===== src/rtl/core/bdpc_pkg.sv =====
// ----------------------------------------------------------------------------
// bdpc_pkg
// Shared types and constants for the button debounce and press classifier.
// ----------------------------------------------------------------------------
package bdpc_pkg;

  localparam int unsigned CFG_DATA_W  = 16;
  localparam int unsigned CFG_INDEX_W = 2;
  localparam int unsigned TICKS_W     = 16;

  // Configuration register indexes
  localparam logic [CFG_INDEX_W-1:0] CFG_INVERT_INPUT     = 2'd0;
  localparam logic [CFG_INDEX_W-1:0] CFG_DEBOUNCE_TICKS   = 2'd1;
  localparam logic [CFG_INDEX_W-1:0] CFG_LONG_PRESS_TICKS = 2'd2;

  // Reset values of the configuration registers
  localparam logic               RST_INVERT_INPUT     = 1'b1;
  localparam logic [TICKS_W-1:0] RST_DEBOUNCE_TICKS   = 16'd80;
  localparam logic [TICKS_W-1:0] RST_LONG_PRESS_TICKS = 16'd1000;

  // Released level of the adjusted sample
  localparam logic LEVEL_RELEASED = 1'b1;
  localparam logic LEVEL_PRESSED  = 1'b0;

  typedef enum logic [1:0] {
    EVT_NONE  = 2'd0,
    EVT_SHORT = 2'd1,
    EVT_LONG  = 2'd2
  } press_evt_t;

  typedef struct packed {
    logic               invert_input;
    logic [TICKS_W-1:0] debounce_ticks;
    logic [TICKS_W-1:0] long_press_ticks;
  } cfg_t;

endpackage


===== src/rtl/core/bdpc_cfg_regs.sv =====
// ----------------------------------------------------------------------------
// bdpc_cfg_regs
// Configuration register file, written through a plain write port.
// ----------------------------------------------------------------------------
module bdpc_cfg_regs (
  input  logic                             clk,
  input  logic                             rst,
  input  logic                             cfg_we,
  input  logic [bdpc_pkg::CFG_INDEX_W-1:0] cfg_index,
  input  logic [bdpc_pkg::CFG_DATA_W-1:0]  cfg_data,
  output bdpc_pkg::cfg_t                   cfg
);
  import bdpc_pkg::*;

  always_ff @(posedge clk) begin
    if (rst) begin
      cfg.invert_input     <= RST_INVERT_INPUT;
      cfg.debounce_ticks   <= RST_DEBOUNCE_TICKS;
      cfg.long_press_ticks <= RST_LONG_PRESS_TICKS;
    end else if (cfg_we) begin
      unique case (cfg_index)
        CFG_INVERT_INPUT:     cfg.invert_input     <= cfg_data[0];
        CFG_DEBOUNCE_TICKS:   cfg.debounce_ticks   <= cfg_data[TICKS_W-1:0];
        CFG_LONG_PRESS_TICKS: cfg.long_press_ticks <= cfg_data[TICKS_W-1:0];
        default: ; // unused index: drop the write
      endcase
    end
  end

endmodule


===== src/rtl/core/bdpc_tracker.sv =====
// ----------------------------------------------------------------------------
// bdpc_tracker
// Debounce state, hold and press timers, and press classification for one
// tick per step.
// ----------------------------------------------------------------------------
module bdpc_tracker #(
  parameter int unsigned TIMER_BITS = 16
) (
  input  logic                 clk,
  input  logic                 rst,
  input  logic                 step,
  input  logic                 raw_level,
  input  bdpc_pkg::cfg_t       cfg,
  output bdpc_pkg::press_evt_t event_next,
  output logic                 level_next
);
  import bdpc_pkg::*;

  localparam int unsigned CMP_W = (TIMER_BITS > TICKS_W) ? TIMER_BITS : TICKS_W;
  localparam logic [TIMER_BITS-1:0] TIMER_MAX = '1;

  logic                  previous_sample;
  logic                  debounced_level;
  logic                  pressed_flag;
  logic [TIMER_BITS-1:0] hold_counter;
  logic [TIMER_BITS-1:0] press_counter;

  logic                  previous_sample_next;
  logic                  debounced_level_next;
  logic                  pressed_flag_next;
  logic [TIMER_BITS-1:0] hold_counter_next;
  logic [TIMER_BITS-1:0] press_counter_next;

  logic                  sample;
  logic [TIMER_BITS-1:0] press_inc;
  logic                  accept_level;

  always_comb begin
    sample = raw_level ^ cfg.invert_input;

    press_inc = press_counter;
    if (pressed_flag && press_counter != TIMER_MAX) begin
      press_inc = press_counter + 1'b1;
    end

    previous_sample_next = sample;
    if (sample != previous_sample) begin
      hold_counter_next = '0;
    end else if (hold_counter != TIMER_MAX) begin
      hold_counter_next = hold_counter + 1'b1;
    end else begin
      hold_counter_next = hold_counter;
    end

    accept_level = (CMP_W'(hold_counter_next) > CMP_W'(cfg.debounce_ticks)) &&
                   (sample != debounced_level);

    debounced_level_next = debounced_level;
    pressed_flag_next    = pressed_flag;
    press_counter_next   = press_inc;
    event_next           = EVT_NONE;
    if (accept_level) begin
      debounced_level_next = sample;
      if (sample == LEVEL_PRESSED && !pressed_flag) begin
        pressed_flag_next  = 1'b1;
        press_counter_next = '0;
      end else if (sample == LEVEL_RELEASED && pressed_flag) begin
        pressed_flag_next = 1'b0;
        event_next = (CMP_W'(press_inc) >= CMP_W'(cfg.long_press_ticks)) ?
                     EVT_LONG : EVT_SHORT;
      end
    end

    level_next = debounced_level_next;
  end

  always_ff @(posedge clk) begin
    if (rst) begin
      previous_sample <= LEVEL_RELEASED;
      debounced_level <= LEVEL_RELEASED;
      pressed_flag    <= 1'b0;
      hold_counter    <= '0;
      press_counter   <= '0;
    end else if (step) begin
      previous_sample <= previous_sample_next;
      debounced_level <= debounced_level_next;
      pressed_flag    <= pressed_flag_next;
      hold_counter    <= hold_counter_next;
      press_counter   <= press_counter_next;
    end
  end

endmodule


===== src/rtl/core/button_debounce_press_classifier.sv =====
// Button debouncer with short and long press classification. Each transfer
// on the raw channel is one millisecond tick carrying the raw pin level; each
// tick gives exactly one transfer on the result channel, in order, carrying
// the debounced level (0 means pressed) and a press event (none, short or
// long) raised on the tick at which a press is released. The block takes one
// tick per clock cycle while the result channel does not stall; the work for
// a tick is a single pass of comparisons and timer updates between the input
// register and the result register. The result register loads a tick's
// result from the input register once it has room, so ticks may follow back
// to back while the result channel keeps moving. The timers are TIMER_BITS
// wide and saturate. Write configuration only while no tick is in flight.
// ----------------------------------------------------------------------------
// button_debounce_press_classifier
// Top level: input register, tracker, result register and configuration.
// ----------------------------------------------------------------------------
module button_debounce_press_classifier #(
  parameter int unsigned TIMER_BITS = 16
) (
  input  logic                             clk,
  input  logic                             rst,
  // configuration write port
  input  logic                             cfg_we,
  input  logic [bdpc_pkg::CFG_INDEX_W-1:0] cfg_index,
  input  logic [bdpc_pkg::CFG_DATA_W-1:0]  cfg_data,
  // raw sample channel
  input  logic                             raw_valid,
  output logic                             raw_stall,
  input  logic                             raw_level,
  // result channel
  output logic                             result_valid,
  input  logic                             result_stall,
  output logic [1:0]                       press_event,
  output logic                             stable_level
);
  import bdpc_pkg::*;

  cfg_t       cfg;
  logic       sample_valid;
  logic       sample_level;
  logic       advance;
  logic       step;
  press_evt_t event_next;
  logic       level_next;

  bdpc_cfg_regs u_cfg_regs (
    .clk       (clk),
    .rst       (rst),
    .cfg_we    (cfg_we),
    .cfg_index (cfg_index),
    .cfg_data  (cfg_data),
    .cfg       (cfg)
  );

  // The result register can take a new value when empty or being drained.
  assign advance   = !result_valid || !result_stall;
  // A held tick moves on into the tracker only when its result has room.
  assign step      = sample_valid && advance;
  // Hold off the raw side only while the input register is full and stuck.
  assign raw_stall = sample_valid && !advance;

  // Input register: capture a tick on every raw transfer.
  always_ff @(posedge clk) begin
    if (rst) begin
      sample_valid <= 1'b0;
    end else if (!raw_stall) begin
      sample_valid <= raw_valid;
    end
  end

  always_ff @(posedge clk) begin
    if (!raw_stall && raw_valid) begin
      sample_level <= raw_level;
    end
  end

  bdpc_tracker #(
    .TIMER_BITS (TIMER_BITS)
  ) u_tracker (
    .clk        (clk),
    .rst        (rst),
    .step       (step),
    .raw_level  (sample_level),
    .cfg        (cfg),
    .event_next (event_next),
    .level_next (level_next)
  );

  // Result register: load on each step, hold while stalled.
  always_ff @(posedge clk) begin
    if (rst) begin
      result_valid <= 1'b0;
    end else if (advance) begin
      result_valid <= step;
    end
  end

  always_ff @(posedge clk) begin
    if (step) begin
      press_event  <= event_next;
      stable_level <= level_next;
    end
  end

endmodule


===== config.mk =====
export PLATFORM = sky130hd
export DESIGN_NAME = button_debounce_press_classifier
export DESIGN_NICKNAME = d
export VERILOG_FILES = /design/src/rtl/core/bdpc_pkg.sv /design/src/rtl/core/bdpc_cfg_regs.sv /design/src/rtl/core/bdpc_tracker.sv /design/src/rtl/core/button_debounce_press_classifier.sv
export SDC_FILE = /design/constraint.sdc
export NUM_CORES = 1
export LEC_CHECK = 0
export BUFFER_PORTS_ARGS = -buffer_cell sky130_fd_sc_hd__buf_2
export CORE_UTILIZATION = 65
export CTS_CLUSTER_DIAMETER = 150
export DETAILED_ROUTE_END_ITERATION = 8
export GPL_ROUTABILITY_DRIVEN = 0
export PLACE_DENSITY = 0.89
export SLEW_MARGIN = 10
export SYNTH_ARGS = -nofsm -noshare
export SYNTH_HDL_FRONTEND = slang
export SYNTH_SLANG_ARGS = --single-unit
export TNS_END_PERCENT = 20

===== constraint.sdc =====
create_clock -name clk -period 6.6 [get_ports clk]
set_input_delay 0.99 -clock clk [delete_from_list [all_inputs] [get_ports clk]]
set_output_delay 0.99 -clock clk [all_outputs]
set_load 0.1 [all_outputs]

-- After elaboration in Yosys (flattened, before gate mapping)
Cells that the tools add are included.
- add/sub/neg operators: 2
- order comparisons: 2
- equality and inequality tests: 6
- mux-type cells: 9
- bitwise operators: 4
- reductions and logical operators: 20
- operators with widths (operator ; number):
    16-bit two-way mux ; 5
    16-bit by 1-bit adder with 16-bit output, second input constant ; 2
    16-bit inequality test, second input constant ; 2
    16-bit greater-or-equal comparator ; 1
    16-bit greater-than comparator ; 1
    1-bit logical AND ; 7
    2-bit AND reduction ; 3
    1-bit logical NOT ; 5
    1-bit two-way mux ; 3
    1-bit inverter ; 3
    3-bit AND reduction ; 1
    3-bit OR reduction ; 1
    2-bit by 1-bit equality test with 1-bit output, second input constant ; 1
    2-bit equality test, second input constant ; 1
    2-bit logical NOT ; 1
    2-bit two-way mux ; 1
    1-bit inequality test ; 2
    2-bit nonzero test ; 1
    1-bit logical OR ; 1
    1-bit bitwise XOR ; 1
- register bits: 74
- input port bits: 24
- output and inout bits: 5

-- Depth between registers and ports, before layout
- word-level depth: 7
- mapped depth: 16
- depth with buffers taken out: 14

-- Cells and area by module
A second synthesis with hierarchy kept.
- cells, all modules: 566
- area, all modules: 4859.7 um2
- modules (own cells, without submodules) (module ; instances ; cells an instance ; area an instance (um2) ; seq. area each (um2)):
    bdpc_tracker ; 1 ; 417 ; 3265.6 ; 700.7
    bdpc_cfg_regs ; 1 ; 135 ; 1387.6 ; 660.6
    button_debounce_press_classifier ; 1 ; 14 ; 206.4 ; 160.2

-- Worst setup path before layout
Ideal clock, no wire load.
- path type: reg-to-reg
- start point: register sample_level
- end point: register u_tracker.press_counter[10]
- library setup time: 0.115 ns
- data arrival time: 3.121 ns
- data required time: 6.485 ns
- setup slack: 3.365 ns
- stages on the path, launching flop included: 14
- path buffers: 3
- cell sequence: edfxtp_1 > xnor2_2 > xnor2_1 > buf_6 > clkbuf_1 > nor2_1 > ha_1 > nand4_1 > nor4_1 > a21bo_2 > a31oi_4 > a41o_2 > buf_6 > nor2_1
- word-level cells in the longest chain between the ends: 6
- elaborated cells on any way between the ends: 10
- those cells by class: order compare: 1; eq/ne: 2; mux: 3; bitwise: 2; reduce/logical: 2
- ends and longest elaborated chain (what ; RTL line ; text):
    start: declaration ; button_debounce_press_classifier.sv:39 ; logic sample_level;
    start signal: assignment ; button_debounce_press_classifier.sv:72 ; sample_level <= raw_level;
    1-bit bitwise XOR ; bdpc_tracker.sv:39 ; sample = raw_level ^ cfg.invert_input;
    1-bit inequality test ; bdpc_tracker.sv:47 ; if (sample != previous_sample) begin
    16-bit two-way mux ; bdpc_tracker.sv:47 ;
    net u_tracker.hold_counter_next[11] ; bdpc_tracker.sv:31 ; logic [TIMER_BITS-1:0] hold_counter_next;
    16-bit greater-than comparator ; bdpc_tracker.sv:55 ; accept_level = (CMP_W'(hold_counter_next) > CMP_W'(cfg.debounce_ticks)) &&
    1-bit logical AND ; bdpc_tracker.sv:55 ;
    16-bit two-way mux ; bdpc_tracker.sv:62 ; if (accept_level) begin
    end signal: assignment ; bdpc_tracker.sv:89 ; press_counter <= press_counter_next;
    end: declaration ; bdpc_tracker.sv:26 ; logic [TIMER_BITS-1:0] press_counter;
The timed path passes the listed nets, and every way through them passes these cells.
A chain may end at the register's enable or synchronous reset.

-- Final worst setup path
- start point: register u_tracker.hold_counter[0]
- end point: register u_tracker.press_counter[11]
- word-level cells in the longest chain between the ends: 6
- elaborated cells on any way between the ends: 7
- those cells by class: add/sub: 1; order compare: 1; eq/ne: 1; mux: 3; reduce/logical: 1
- ends and longest elaborated chain (what ; RTL line ; text):
    start: declaration ; bdpc_tracker.sv:25 ; logic [TIMER_BITS-1:0] hold_counter;
    start signal: assignment ; bdpc_tracker.sv:88 ; hold_counter <= hold_counter_next;
    16-bit by 1-bit adder with 16-bit output or 16-bit inequality test (tied branches) ; bdpc_tracker.sv:50, bdpc_tracker.sv:49 ;
    16-bit two-way mux * ; bdpc_tracker.sv:49 ; end else if (hold_counter != TIMER_MAX) begin
    16-bit two-way mux * ; bdpc_tracker.sv:47 ;
    net u_tracker.hold_counter_next[14] ; bdpc_tracker.sv:31 ;
    16-bit greater-than comparator * ; bdpc_tracker.sv:55 ;
    1-bit logical AND * ; bdpc_tracker.sv:55 ;
    16-bit two-way mux * ; bdpc_tracker.sv:62 ;
Mark *: on every way through the listed nets, which the timed path passes. The rest lies on a longest branch.

==> summary.md <==
| Metric | Value |
|---|---|
| Post-cts hold buffer count | 0 |
| Clk pwr share | 0.344 |
| Mapped Nets | 632 |
| Yosys top cell area share | 0.305 |
| Clk_skew | 0.00889 ns |
| Distinct cells, synth | 64 |
| Worst-path maximum fanout | 14 |
| DIE AREA | 7410 sq um |
| Peak Freq | 270 MHz |
| Setup crit end kind | register |
| DP Area | 4700 sq um |
| Final wirelength | 10,600 microns |
| Placed Cells | 672 |
| Final ANT Viol Nets | 0 |
| CTS-repair resized insts | 0 |
| FF+latch count, synth | 74 |
| Worst R2R Setup Slack | 2.89 ns |
| Sequential Power Share | 0.547 |
| Initial antenna violation count | 0 |
| Most frequent cells in the layout | 84 x nand2_1, 70 x nor2_1, 70 x dfxtp_1, 56 x a21oi_1, 37 x inv_1 |
| Worst endpoint required time | 6.83 ns |
| Status | completed |
| Worst r2r src | u_tracker.hold_counter[0]$_SDFFE_PP0P_ |
| Row count | 30 |
| Clock Path Buffers | 2 |
| Clk pin slew, worst setup/hold paths | 0.07 ns |
| Setup crit start | u_tracker.hold_counter[0]$_SDFFE_PP0P_ |
| Antenna cells | 0 |
| Routed wire per std cell | 15.4 microns |
| Final Critical Period | 3.71 ns |
| CTS Buf Count | 9 |
| Final Hold Viols | 0 |
| Cells after synthesis | 572 |
| GRT Util Overall | 0.303 |
| Comb pwr share | 0.108 |
| Critical Path AT | 3.94 ns |
| Ports | 29 |
| Critical path launch point type | register |
| Worst setup path category | register to register |
| R2r endpoint | u_tracker.press_counter[11]$_SDFFE_PP0P_ |
| Area of the mapped netlist | 4600 sq um |
| VDD IR max | 99.5 uV |
| RSZ-0062 raised after global routing | no |
| Hold crit path type | register to register |
| P_int | 625 uW |
| Max Cap Viol | 0 |
| Pwr Total | 851 uW |
| Post-synth top area cell | dfxtp_1 |
| CTS sink count | 74 |
| Sequential-to-total area share from yosys stat | 0.331 |
| Vias in the first global route | 3,924 |
| Worst skew pair latency | 0.35 ns |
| Pre-CTS setup slack | 2.97 ns |
| IO Port Bufs | 28 |
| Syn Area/Cell | 8.04 sq um |
| P_leak | 1.95 nW |
| Hold WS | 0.459 ns |
| Setup violators final | 0 |
| Critical Path End | u_tracker.press_counter[11]$_SDFFE_PP0P_ |
| Pin count of the biggest net entering global routing | 44 |
| Cell area after layout | 4850 sq um |
| DRT iter0 DRCs | 282 |
| Slew @ Worst Pin | 0.734 ns |
| # DRC | 0 |
| Final core utilization | 0.710 |
| Share of layout cells above drive strength 1 | 0.115 |
| Top FF cell, synth | dfxtp_1 |
| H-tree depth | 3 |
| Via/cell ratio | 5.90 |
| Count of final max-slew check failures | 0 |
| Post-CTS Setup Bufs | 0 |
| Fin cells | 687 |
| Top cells by area, synth | dfxtp_1 30%, ha_1 9.8%, nand2_1 6.9%, a21oi_1 6.1%, nor2_1 5.7% |
| Reg2Reg Depth | 12 |
| Synth warnings | 0 |
| PwrDens | 175 nW/um^2 |
| Fillers | 529 |
| Area growth syn-to-layout | 5.50% |
| Grt ovf | 0 |
| Commonest non-fill, non-tap cell in the layout | nand2_1 |
| Drt pass-1 iters | 6 |
| Clk root buf | clkbuf_8 |
| Hpwl dp | 7900 microns |
| Core Area | 6830 sq um |
| Number of enable flip-flop cells after synthesis | 4 |
| NetSw | 226 uW |
| Fin crit share | 0.562 |
| Die Y | 86.1 microns |
| Worst Setup Slack, final | 2.89 ns |
| Total number of vias | 4,051 |
| Initial core utilization | 0.673 |
| Fin Setup TNS | 0 ns |
| Final #Nets | 647 |
| Die W | 86.1 microns |
| CTS tree | done |
| Slew headroom | 0.510 |
| Async SR Flop Fraction | 0 |
| Switching part of the total | 0.266 |
| First-pass GRT wire length | 17,500 microns |
kinds of logic after synthesis:
family,after synthesis,synth area share
and+or+nand+nor,236,0.251
buffers and inverters,66,0.0702
DFF,74,0.331
adders and majority gates,36,0.0980
muxes,6,0.0136
AOI/OAI and AO/OA,112,0.153
xor gates and xnor gates,42,0.0833
synth_stat cells, types with 9 or more instances:
| cell type | number |
|---|---|
| inv_1 | 37 |
| nand4_1 | 14 |
| nor3_1 | 10 |
| dfxtp_1 | 70 |
| nor2_1 | 70 |
| o21ai_0 | 21 |
| ha_1 | 36 |
| xnor2_1 | 28 |
| and3_1 | 9 |
| a21oi_1 | 56 |
| nand2_1 | 84 |
| xor2_1 | 12 |
| clkbuf_1 | 15 |
| nand3_1 | 14 |
registers in the layout, indices dropped and copies added (netlist names):
name	count
stable_level	1
u_tracker.hold_counter	16
u_cfg_regs.cfg	33
sample_valid	1
u_tracker.previous_sample	1
u_tracker.press_counter	16
u_tracker.pressed_flag	1
press_event	2
sample_level	1
result_valid	1
u_tracker.debounced_level	1
worst min path at each step:
stage | start | to | slack, ns | cells after the start
6_report | u_cfg_regs.cfg[26]$_SDFFE_PP0P_ | u_cfg_regs.cfg[26]$_SDFFE_PP0P_ | 0.46 | 2
2_1_floorplan | u_cfg_regs.cfg[10]$_SDFFE_PP0P_ | u_cfg_regs.cfg[10]$_SDFFE_PP0P_ | 0.44 | 2
5_1_grt | u_cfg_regs.cfg[14]$_SDFFE_PP0P_ | u_cfg_regs.cfg[14]$_SDFFE_PP0P_ | 0.48 | 2
3_3_place_gp | u_cfg_regs.cfg[12]$_SDFFE_PP0P_ | u_cfg_regs.cfg[12]$_SDFFE_PP0P_ | 0.45 | 2
4_1_cts | u_cfg_regs.cfg[12]$_SDFFE_PP0P_ | u_cfg_regs.cfg[12]$_SDFFE_PP0P_ | 0.46 | 2
3_5_place_dp | u_cfg_regs.cfg[11]$_SDFFE_PP0P_ | u_cfg_regs.cfg[11]$_SDFFE_PP0P_ | 0.45 | 2
power by group through the flow:
stage	clock network [mW]	logic, mW	registers, mW
6_report	0.293	0.0922	0.466
5_1_grt	0.315	0.102	0.467
4_1_cts	0.296	0.0910	0.466
3_5_place_dp	0	0.0905	0.476
3_3_place_gp	0	0.0875	0.475
2_1_floorplan	0	0.0625	0.480
worst max-delay path: stages, from the launching register on:
cell,delay (ns)
dfxtp_1,0.38
ha_1,0.25
nand3_1,0.15
nor4_4,0.39
nand2_4,0.22
a211oi_1,0.40
ha_1,0.20
nand4_1,0.16
nor4_1,0.40
a21bo_2,0.28
a31oi_4,0.28
a41o_2,0.40
nor2_1,0.08
cell type report:
type	count	area [sq um]	share of cell area
clock buffers	15	146	0.0302
multi-input cells	432	2750	0.568
inverters	39	146	0.0302
repair buffers	31	163	0.0335
flip-flops and latches	74	1520	0.314
well taps	96	120	0.0248
layer usage:
layer	track usage	up-vias	share of wire
li1	-	1993	-
met1	0.340	1904	0.40
met2	0.538	120	0.50
met3	0.0683	34	0.052
met4	0.155	0	0.042
met5	0	-	0
Power figures use the tool's default switching activity.
